`src/hw/rtl/rhrc_pkg.sv`:
```
// ----------------------------------------------------------------------------
// rhrc_pkg: shared types for the rank histogram range counter
// Command format between front and back, state encodings, field widths.
// ----------------------------------------------------------------------------
`default_nettype none

package rhrc_pkg;

   localparam int BIN_W = 10;
   localparam int EMP_W = 10;
   localparam int CNT_W = 11;
   localparam int FIELD_DEPTH = 1024;  // 2**BIN_W, reachable entries

   typedef enum logic [1:0] {
      OP_LOAD   = 2'd0,
      OP_CHANGE = 2'd1,
      OP_QUERY  = 2'd2,
      OP_NONE   = 2'd3
   } op_type;

   typedef enum logic [1:0] {
      F_IDLE,
      F_SUB,
      F_ADD,
      F_QRY
   } front_state_type;

   typedef enum logic [2:0] {
      B_CLEAR,
      B_IDLE,
      B_URD,
      B_UWR,
      B_QRD,
      B_QACC,
      B_DONE
   } back_state_type;

   // one unit of work for the back end
   typedef struct packed {
      logic             is_query;
      logic             dec;      // update: subtract one instead of add
      logic             empty;    // query: range holds no bins
      logic [BIN_W-1:0] a;        // update bin, or query low bound
      logic [BIN_W-1:0] b;        // query high bound (clamped)
   } cmd_type;

   typedef struct packed {
      logic clearing;
   } back_status_type;

endpackage

`default_nettype wire

```
`src/hw/rtl/rhrc_queue.sv`:
```
// ----------------------------------------------------------------------------
// rhrc_queue: command queue
// Four-entry FIFO between the front end and the tree engine.
// ----------------------------------------------------------------------------
`default_nettype none

module rhrc_queue (
   input  wire logic             clock,
   input  wire logic             reset,
   input  wire logic             push,
   input  rhrc_pkg::cmd_type     push_data,
   output logic                  full,
   input  wire logic             pop,
   output logic                  not_empty,
   output rhrc_pkg::cmd_type     pop_data
);

   rhrc_pkg::cmd_type slot_ff [0:3];
   logic [1:0] wr_ptr_ff, wr_ptr_in;
   logic [1:0] rd_ptr_ff, rd_ptr_in;
   logic [2:0] cnt_ff, cnt_in;
   logic       do_push, do_pop;

   assign full      = (cnt_ff == 3'd4);
   assign not_empty = (cnt_ff != 3'd0);
   assign pop_data  = slot_ff[rd_ptr_ff];
   assign do_push   = push && !full;
   assign do_pop    = pop && not_empty;

   always_comb begin
      wr_ptr_in = do_push ? wr_ptr_ff + 2'd1 : wr_ptr_ff;
      rd_ptr_in = do_pop ? rd_ptr_ff + 2'd1 : rd_ptr_ff;
      cnt_in    = cnt_ff + {2'b0, do_push} - {2'b0, do_pop};
   end

   always_ff @(posedge clock) begin
      if (reset) begin
         wr_ptr_ff <= 2'd0;
         rd_ptr_ff <= 2'd0;
         cnt_ff    <= 3'd0;
      end else begin
         wr_ptr_ff <= wr_ptr_in;
         rd_ptr_ff <= rd_ptr_in;
         cnt_ff    <= cnt_in;
      end
   end

   always_ff @(posedge clock) begin
      if (do_push) begin
         slot_ff[wr_ptr_ff] <= push_data;
      end
   end

endmodule

`default_nettype wire

```
`config.mk`:
```
export PLATFORM = sky130hd
export DESIGN_NAME = rhrc_queue
export DESIGN_NICKNAME = d
export VERILOG_FILES = /design/src/hw/rtl/rhrc_pkg.sv /design/src/hw/rtl/rhrc_queue.sv
export SDC_FILE = /design/constraint.sdc
export NUM_CORES = 1
export LEC_CHECK = 0
export BUFFER_PORTS_ARGS = -buffer_cell sky130_fd_sc_hd__buf_4
export CAP_MARGIN = 5
export CORE_MARGIN = 1
export CORE_UTILIZATION = 48
export CTS_CLUSTER_DIAMETER = 80
export DETAILED_ROUTE_END_ITERATION = 6
export GPL_TIMING_DRIVEN = 0
export PLACE_DENSITY = 0.68
export SYNTH_ARGS = -nofsm -noshare
export SYNTH_HDL_FRONTEND = slang
export SYNTH_SLANG_ARGS = --single-unit
```
`constraint.sdc`:
```
create_clock -name clock -period 2.96 [get_ports clock]
set_clock_uncertainty 0.15 [all_clocks]
set_input_delay 0.296 -clock clock [delete_from_list [all_inputs] [get_ports clock]]
set_output_delay 0.296 -clock clock [all_outputs]
set_load 0.02 [all_outputs]
```
==> results of run 1 <==
==> path summary, 6_finish.rpt <==
| path | start | to | slack, ns | depth (start not counted) |
|---|---|---|---|---|
| max | cnt_ff[1] | cnt_ff[2] | 0.42 | 11 |
| min | reset | cnt_ff[1] | 0.14 | 2 |
| max reg2reg | cnt_ff[1] | cnt_ff[2] | 0.42 | 11 |
| min reg2reg | wr_ptr_ff[0] | wr_ptr_ff[0] | 0.39 | 2 |
==> report_power, final <==
| part | switching [W] | total (W) | internal [W] |
|---|---|---|---|
| logic | 0.000599 | 0.00120 | 0.000599 |
| clock network | 0.000443 | 0.000829 | 0.000386 |
| registers | 0.0000727 | 0.00182 | 0.00174 |
| total | 0.00111 | 0.00384 | 0.00273 |
==> registers in the layout (all words and copies together), names as in the netlist, named ones only <==
signal / count
slot_ff: 92
wr_ptr_ff: 2
rd_ptr_ff: 2
cnt_ff: 3
==> per-stage QoR <==
step | cell area [um2] | std cells | worst slack [ns] | power (W) | hold WS [ns]
finish | 4740 | 359 | 0.424 | 0.00384 | 0.136
global route | 4740 | 359 | 0.185 | 0.00403 | 0.168
CTS | 4740 | 359 | 0.395 | 0.00389 | 0.134
detailed placement | 4320 | 321 | 0.413 | 0.00304 | 0.351
global placement | 4320 | 321 | 0.477 | 0.00302 | 0.348
floorplan | 3820 | 169 | 0.510 | 0.00263 | 0.245
==> cells by family after synthesis <==
kind of cell	Yosys count	share of synthesized area, %
adder cells (fa/ha/maj)	7	2.49
AND/OR/NAND/NOR	18	2.68
buffers and inverters	12	2.29
AO/OA/AOI/OAI	4	0.720
flip-flops	101	77.0
XOR/XNOR	3	0.688
multiplexers	24	14.1
==> cells in the final DEF (no fill, tap or decap), drive strengths merged <==
cell	count
edfxtp	92
buf	55
dlygate4sd3	23
mux4	23
clkbuf	10
dfxtp	9
inv	6
nor2	6
ha	6
and2	5
clkinv	5
or3	2
xor2	2
nand2b	2
o31a	1
nor3b	1
nor2b	1
o21ai	1
a21oi	1
xnor2	1
o311ai	1
mux2i	1
nor3	1
fa	1
bufinv	1
==> synth_stat cells <==
cell type,number,share of area (%)
a21oi_1,1,0.13
and2_1,5,0.82
buf_12,2,1.0
buf_2,2,0.26
buf_6,1,0.29
clkbuf_1,1,0.098
dfxtp_1,9,4.7
edfxtp_1,92,72
fa_1,1,0.52
ha_1,6,2.0
inv_1,6,0.59
mux2i_1,1,0.26
mux4_1,3,2.1
mux4_2,20,12
nand2b_1,2,0.33
nor2_1,6,0.59
nor2b_1,1,0.16
nor3_1,1,0.13
nor3b_2,1,0.33
o21ai_0,1,0.13
o311ai_1,1,0.23
o31a_1,1,0.23
or3_1,2,0.33
xnor2_1,1,0.23
xor2_1,2,0.46
==> worst reg2reg max path: stages (launching register included) <==
cell and delay [ns]:
dfxtp_1 0.48, nor3b_2 0.11, nor2_1 0.30, inv_1 0.10, ha_1 0.30, inv_1 0.06
ha_1 0.13, inv_1 0.05, fa_1 0.37, xor2_1 0.16, and2_1 0.16, nor3_1 0.11
==> routing by layer <==
| layer | vias to the layer above | wire [um] | global-route usage, % | share of wire [%] |
|---|---|---|---|---|
| met3 | 8 | 202 | 2.93 | 3.4 |
| met1 | 892 | 2530 | 20.0 | 43 |
| met4 | 0 | 95 | 7.94 | 1.6 |
| met2 | 36 | 3120 | 26.5 | 52 |
| li1 | 854 | - | - | - |
| met5 | - | 0 | 0 | 0 |
==> cell type report <==
type,instances,area (um2)
well taps,102,128
inverters,6,22.5
clock buffers,9,124
fillers,573,2980
flip-flops and latches,101,2940
repair buffers,73,606
clock inverters,6,65.1
plain buffers,6,65.1
multi-input cells,56,791
==> flow_summary.rst, run 1 <==
.. list-table::
   :header-rows: 1

   * - Metric
     - Value
   * - Status
     - completed
   * - Lkg Pwr
     - 1.66 nW
   * - Data arrival time of the worst path
     - 2.66 ns
   * - Critical path's largest stage delay
     - 0.48 ns
   * - Pin count of the biggest net entering global routing
     - 24
   * - Share of the core filled with cells
     - 61.4%
   * - Floorplan row count
     - 32
   * - Fraction of final layout cells sized beyond drive strength 1
     - 35.0%
   * - Buffers added on ports
     - 50
   * - Final clock period utilization by the worst path
     - 85.7%
   * - Kind of cell with the highest combined delay on the critical path
     - adder cells
   * - Number of buffer and inverter stages on the critical path
     - 3
   * - Count of endpoints failing setup in the final report
     - 0
   * - Global placer's final weighted congestion
     - 0.694
   * - Fmax
     - 0.394 GHz
   * - Average cell area after synthesis
     - 22.6 um2
   * - Setup repair after global routing missed its margin
     - no
   * - Post-Syn Instances
     - 169
   * - Clock Pin Slew Worst Setup and Hold Paths
     - 0.08 ns
   * - Category of the worst setup path capture point
     - flip-flop
   * - CP Class
     - reg2reg
   * - Maximum number of buffers from clock root to sink
     - 2
   * - Slew Limit Headroom
     - 19.5%
   * - Post-Synthesis Net Count
     - 203
   * - Die boundary height
     - 91.2 um
   * - Final hold violation count
     - 0
   * - CP dominant cell by count
     - inv_1
   * - HP Class
     - in2reg
   * - Number of nets in the layout
     - 287
   * - Worst setup SP type
     - flip-flop
   * - Antenna violations before repair
     - 0
   * - Buffer type at the clock tree root
     - clkbuf_8
   * - Hold_buf cts
     - 23
   * - Post-CTS Setup Inserts
     - 0
   * - Vias per inst
     - 4.99
   * - Number of antenna cells inserted
     - 0
   * - Area of the core
     - 7730 um2
   * - Peak VDD IR
     - 0.431 mV
   * - Final Slew Violations
     - 0
   * - Cell variety after synth
     - 25
   * - Total die area
     - 8320 um2
   * - Global-route total usage across every layer
     - 15.9%
   * - TritonCTS clock tree
     - built
   * - Minimum clock period
     - 2.54 ns
   * - Required time at the worst-slack endpoint
     - 3.09 ns
   * - Remaining global-route overflow
     - 0
   * - Boundary Pins
     - 52
   * - Floorplan die width
     - 91.2 um
   * - Drt drc
     - 0
   * - Clk sinks
     - 101
   * - Initial standard-cell utilization of the core
     - 49.4%
   * - TritonCTS Buffers
     - 9
   * - Detail-routed net length per standard cell
     - 16.6 um
   * - Number of storage elements in the synthesis netlist
     - 101
   * - Portion of the post-synthesis area used by sequential elements
     - 77.0%
   * - Power density over cell area
     - 810 nW/um2
   * - Critical path cell sequence
     - nor3b_2 -> nor2_1 -> inv_1 -> ha_1 -> inv_1 -> ha_1 -> inv_1 -> fa_1 -> xor2_1 -> and2_1 -> nor3_1
   * - First-pass GRT wire length
     - 9.74 mm
   * - Number of vias after detailed routing
     - 1790
   * - Post-Syn Area
     - 3820 um2
   * - Top fanout value on the critical path
     - 7
   * - Quantity of gates resized following cts
     - 0
   * - Max Cap Violations
     - 0
   * - Wire length after detailed routing
     - 5.95 mm
   * - Transition time at the pin with the least slew margin
     - 1.21 ns
   * - H-tree depth reported by CTS
     - 3
   * - Via count of the first global-routing pass
     - 1938
   * - First DRT Iteration DRCs
     - 140
   * - Clock latency of the later-clocked register in the worst-skew pair
     - 0.35 ns
   * - Yosys warning total
     - 0
   * - Post-Route Setup TNS
     - 0 ns
   * - Layout overhead on the synthesized area
     - 24.1%
   * - Count of nets left with antenna violations after detail routing
     - 0
   * - Detailed-router iteration count before antenna repair
     - 4
   * - Placed wire-length estimate
     - 3.59 mm
   * - Worst-path cell with the longest stage delay
     - dfxtp_1
Power figures use the tool's default switching activity.
==> inputs of run 2 (changes only) <==
ABC_AREA = 1   (was unset)
==> run 2 against run 1 <==
Net effect:
- cell count grew 36%
- count of clock-buffer cells in the layout grew 2
- global-route usage grew 3.4 points
- final area increased by 10%
- sequential power is essentially flat
- total power up 8.0%
- synthesized cell count rose by 70%
- largest cell class unchanged
- largest power group unchanged
==> flow_summary.rst, run 2 <==
.. list-table::
   :header-rows: 1

   * - Metric
     - Value
   * - Status
     - completed
   * - Number of buffer and inverter stages on the critical path
     - 2 (-1)
   * - Kind of cell with the highest combined delay on the critical path
     - adder cells
   * - TritonCTS clock tree
     - built
   * - Critical Path End
     - cnt_ff[2]
   * - Cell type contributing the most total cell area after synthesis
     - edfxtp_1
   * - Cell count along the critical path
     - 10 (-1)
   * - Total area of sequential cells
     - 2940 um2 (unchanged)
   * - First DRT Iteration DRCs
     - 103 (-26%)
   * - Yosys warning total
     - 0 (unchanged)
   * - Maximum number of buffers from clock root to sink
     - 2 (unchanged)
   * - Largest registers
     - slot_ff: 92 flops, cnt_ff: 3 flops
   * - Final Slew Violations
     - 0 (unchanged)
   * - Global placer's final weighted congestion
     - 0.705 (+1.7%)
   * - Worst flop-to-flop path startpoint
     - cnt_ff[1]
   * - Top library cells by usage in the layout, fill and taps aside
     - edfxtp_1 (92), buf_4 (52), nor2_1 (31)
   * - Max Cap Violations
     - 0 (unchanged)
   * - Count of nets left with antenna violations after detail routing
     - 0 (unchanged)
   * - First element of the critical path
     - cnt_ff[1]
   * - Clock latency of the later-clocked register in the worst-skew pair
     - 0.35 ns (about the same)
   * - Fmax
     - 0.449 GHz (+14%)
   * - Critical path's largest stage delay
     - 0.37 ns (-0.11 ns)
   * - Die boundary height
     - 95.4 um (+4.6%)
   * - Share of the core filled with cells
     - 62.8% (+1.4 points)
   * - Antenna violations before repair
     - 0 (unchanged)
   * - Worst-path cell with the longest stage delay
     - fa_1
   * - Total die area
     - 9110 um2 (+9.4%)
   * - Final hold violation count
     - 0 (unchanged)
   * - Depth of the worst register-to-register path
     - 10 (-1)
   * - Transition time at the pin with the least slew margin
     - 0.791 ns (-0.416 ns)
   * - Met3 wire len
     - 282 um (+40%)
   * - Count of endpoints failing setup in the final report
     - 0 (unchanged)
   * - Vias per inst
     - 5.16 (+3.4%)
   * - Clk sinks
     - 101 (unchanged)
   * - Buffers added on ports
     - 51 (+2.0%)
   * - Number of vias after detailed routing
     - 2516 (+41%)
   * - Floorplan row count
     - 33 (+3.1%)
   * - Combined area of the multi-input logic cells
     - 1070 um2 (+36%)
   * - Post-Synthesis Net Count
     - 322 (+59%)
   * - Final Cell Area
     - 5240 um2 (+10%)
   * - Top fanout value on the critical path
     - 6 (-1)
   * - TritonCTS Buffers
     - 9 (unchanged)
   * - Minimum clock period
     - 2.23 ns (-0.311 ns)
   * - Met2 WL
     - 4.06 mm (+30%)
   * - Wire length after detailed routing
     - 7.95 mm (+34%)
   * - Pin count of the biggest net entering global routing
     - 17 (-29%)
   * - Setup repair after global routing missed its margin
     - no
   * - Portion of the post-synthesis area used by sequential elements
     - 70.2% (-6.8 points)
   * - Initial standard-cell utilization of the core
     - 50.2% (+0.79 points)
   * - Floorplan die width
     - 95.4 um (+4.6%)
   * - Worst setup SP type
     - flip-flop
   * - Power density over cell area
     - 792 nW/um2 (-2.2%)
   * - Drt drc
     - 0 (unchanged)
   * - Quantity of gates resized following cts
     - 0 (unchanged)
   * - Hold slack final
     - 0.0742 ns (-0.0619 ns)
   * - Layout fillers
     - 633 (+10%)
   * - HP Class
     - in2reg
   * - Buffer type at the clock tree root
     - clkbuf_8
   * - Detail-routed net length per standard cell
     - 16.3 um (-1.7%)
   * - Detailed-router iteration count before antenna repair
     - 4 (unchanged)
   * - Area after detailed placement
     - 4800 um2 (+11%)
   * - First-pass GRT wire length
     - 12.6 mm (+29%)
   * - Async set-or-reset flop fraction in the synthesized netlist
     - 0% (unchanged)
   * - H-tree depth reported by CTS
     - 3 (unchanged)
   * - Share of Yosys cell area claimed by the top area cell type
     - 65.9% (-6.4 points)
   * - Critical path cell sequence
     - nor2_2 -> nand2_2 -> nand2_1 -> ha_1 -> inv_1 -> ha_1 -> inv_1 -> fa_1 -> o21ai_1 -> nor2_1
   * - Top flip-flop cell by instance count after synthesis
     - edfxtp_1
   * - Clock Pin Slew Worst Setup and Hold Paths
     - 0.08 ns (about the same)
   * - Layout overhead on the synthesized area
     - 25.0%
   * - Register bank with the most flops
     - slot_ff
   * - Post-Syn Instances
     - 288 (+70%)
   * - Final clock period utilization by the worst path
     - 75.2% (-11 points)
   * - Count leader, synth
     - edfxtp_1
   * - Via count of the first global-routing pass
     - 2480 (+28%)
   * - Boundary Pins
     - 52 (unchanged)
   * - Data arrival time of the worst path
     - 2.32 ns (-0.34 ns)
   * - Met1 WL
     - 3.49 mm (+38%)
   * - Number of storage elements in the synthesis netlist
     - 101 (unchanged)
   * - Fraction of final layout cells sized beyond drive strength 1
     - 40.7% (+5.7 points)
   * - Number of antenna cells inserted
     - 0 (unchanged)
   * - Category of the worst setup path capture point
     - flip-flop
   * - Peak VDD IR
     - 0.466 mV (+8.2%)
   * - Placed wire-length estimate
     - 5.09 mm (+42%)
   * - Most common cell after layout, fill and taps aside
     - edfxtp_1
   * - Slew Limit Headroom
     - 47.2% (+28 points)
   * - Cell variety after synth
     - 24 (-4.0%)
   * - Post-CTS Setup Inserts
     - 0 (unchanged)
   * - Required time at the worst-slack endpoint
     - 3.06 ns (-0.03 ns)
   * - Largest cells by area after synthesis
     - edfxtp_1 (66%), o22ai_2 (6.9%), dfxtp_1 (4.3%), nor2_2 (3.6%), o21ai_2 (3.6%)
   * - Count of flip-flops with a built-in enable after synthesis
     - 92 (unchanged)
   * - Setup slack, reg-to-reg
     - 0.73 ns (+0.31 ns)
   * - Lkg Pwr
     - 1.93 nW (+16%)
   * - Remaining global-route overflow
     - 0 (unchanged)
   * - Flip-flop count of the largest register after layout
     - 92 (unchanged)
   * - Post-Syn Area
     - 4190 um2 (+9.7%)
   * - CP Class
     - reg2reg
   * - Area of the core
     - 8340 um2 (+7.9%)
   * - Uppermost metal layer occupied by signal nets
     - met4
   * - Average cell area after synthesis
     - 14.5 um2 (-36%)
   * - Number of nets in the layout
     - 412 (+44%)
   * - Leading post-synthesis cells by instance count
     - edfxtp_1 (92), nor2_1 (35), nor2_2 (24), o22ai_2 (23), o21ai_0 (22)
   * - End of the worst register-to-register path
     - cnt_ff[2]
   * - Global-route total usage across every layer
     - 19.3% (+3.4 points)
run 2: metal layers:
metal	track usage, %	up-vias
li1	-	1222
met1	23.6	1238
met2	33.4	47
met3	3.59	9
met4	8.08	0
met5	0	-
run 2: worst min-delay path by stage:
stage	start	endpoint	slack (ns)	depth (start not counted)
after global placement	rd_ptr_ff[0]	rd_ptr_ff[0]	0.31	2
after CTS	push	wr_ptr_ff[1]	0.07	3
after floorplan	reset	cnt_ff[1]	0.21	1
after global routing	push	wr_ptr_ff[0]	0.09	3
final	pop	rd_ptr_ff[0]	0.07	3
after detailed placement	reset	cnt_ff[1]	0.32	2
run 2: final cells by class:
type | count | share of cell area, %
sequential | 101 | 56.2
multi-input combinational | 157 | 20.5
timing repair buffer | 79 | 13.5
clock buffer | 11 | 2.70
tap | 105 | 2.51
buffer | 13 | 2.15
inverter | 17 | 1.36
clock inverter | 5 | 1.10
run 2: worst register-to-register path, stage by stage, from the launching register on:
cell and delay [ns]:
dfxtp_1 0.36, nor2_2 0.20, nand2_2 0.12, nand2_1 0.24
ha_1 0.28, inv_1 0.05, ha_1 0.13, inv_1 0.04
fa_1 0.37, o21ai_1 0.14, nor2_1 0.05
run 2: cells by family after synthesis:
family	synth area share (%)
AO/OA/AOI/OAI	14.8
flip-flops	70.2
AND/OR/NAND/NOR	8.27
buffers and inverters	4.39
adder cells (fa/ha/maj)	2.27
run 2: what timing repair did:
item	4_1_cts	5_1_grt
hold buffers	24	0
endpoints found under the setup margin	0	0
hold endpoints to repair	94	0
run 2: power by group:
group	internal (W)	total [W]	switching, W
Clock	0.000418	0.000876	0.000458
Sequential	0.00174	0.00181	0.0000657
Combinational	0.000593	0.00147	0.000873
run 2: stage by stage:
| step | TNS (ns) | total power [W] | instances | setup slack, ns |
|---|---|---|---|---|
| 6_report | 0 | 0.00415 | 488 | 0.735 |
| 5_1_grt | 0 | 0.00436 | 488 | 0.479 |
| 4_1_cts | 0 | 0.00418 | 488 | 0.700 |
| 3_5_place_dp | 0 | 0.00330 | 448 | 0.711 |
| 3_3_place_gp | -6.72 | 0.00323 | 444 | -0.131 |
| 2_1_floorplan | 0 | 0.00277 | 288 | 0.736 |
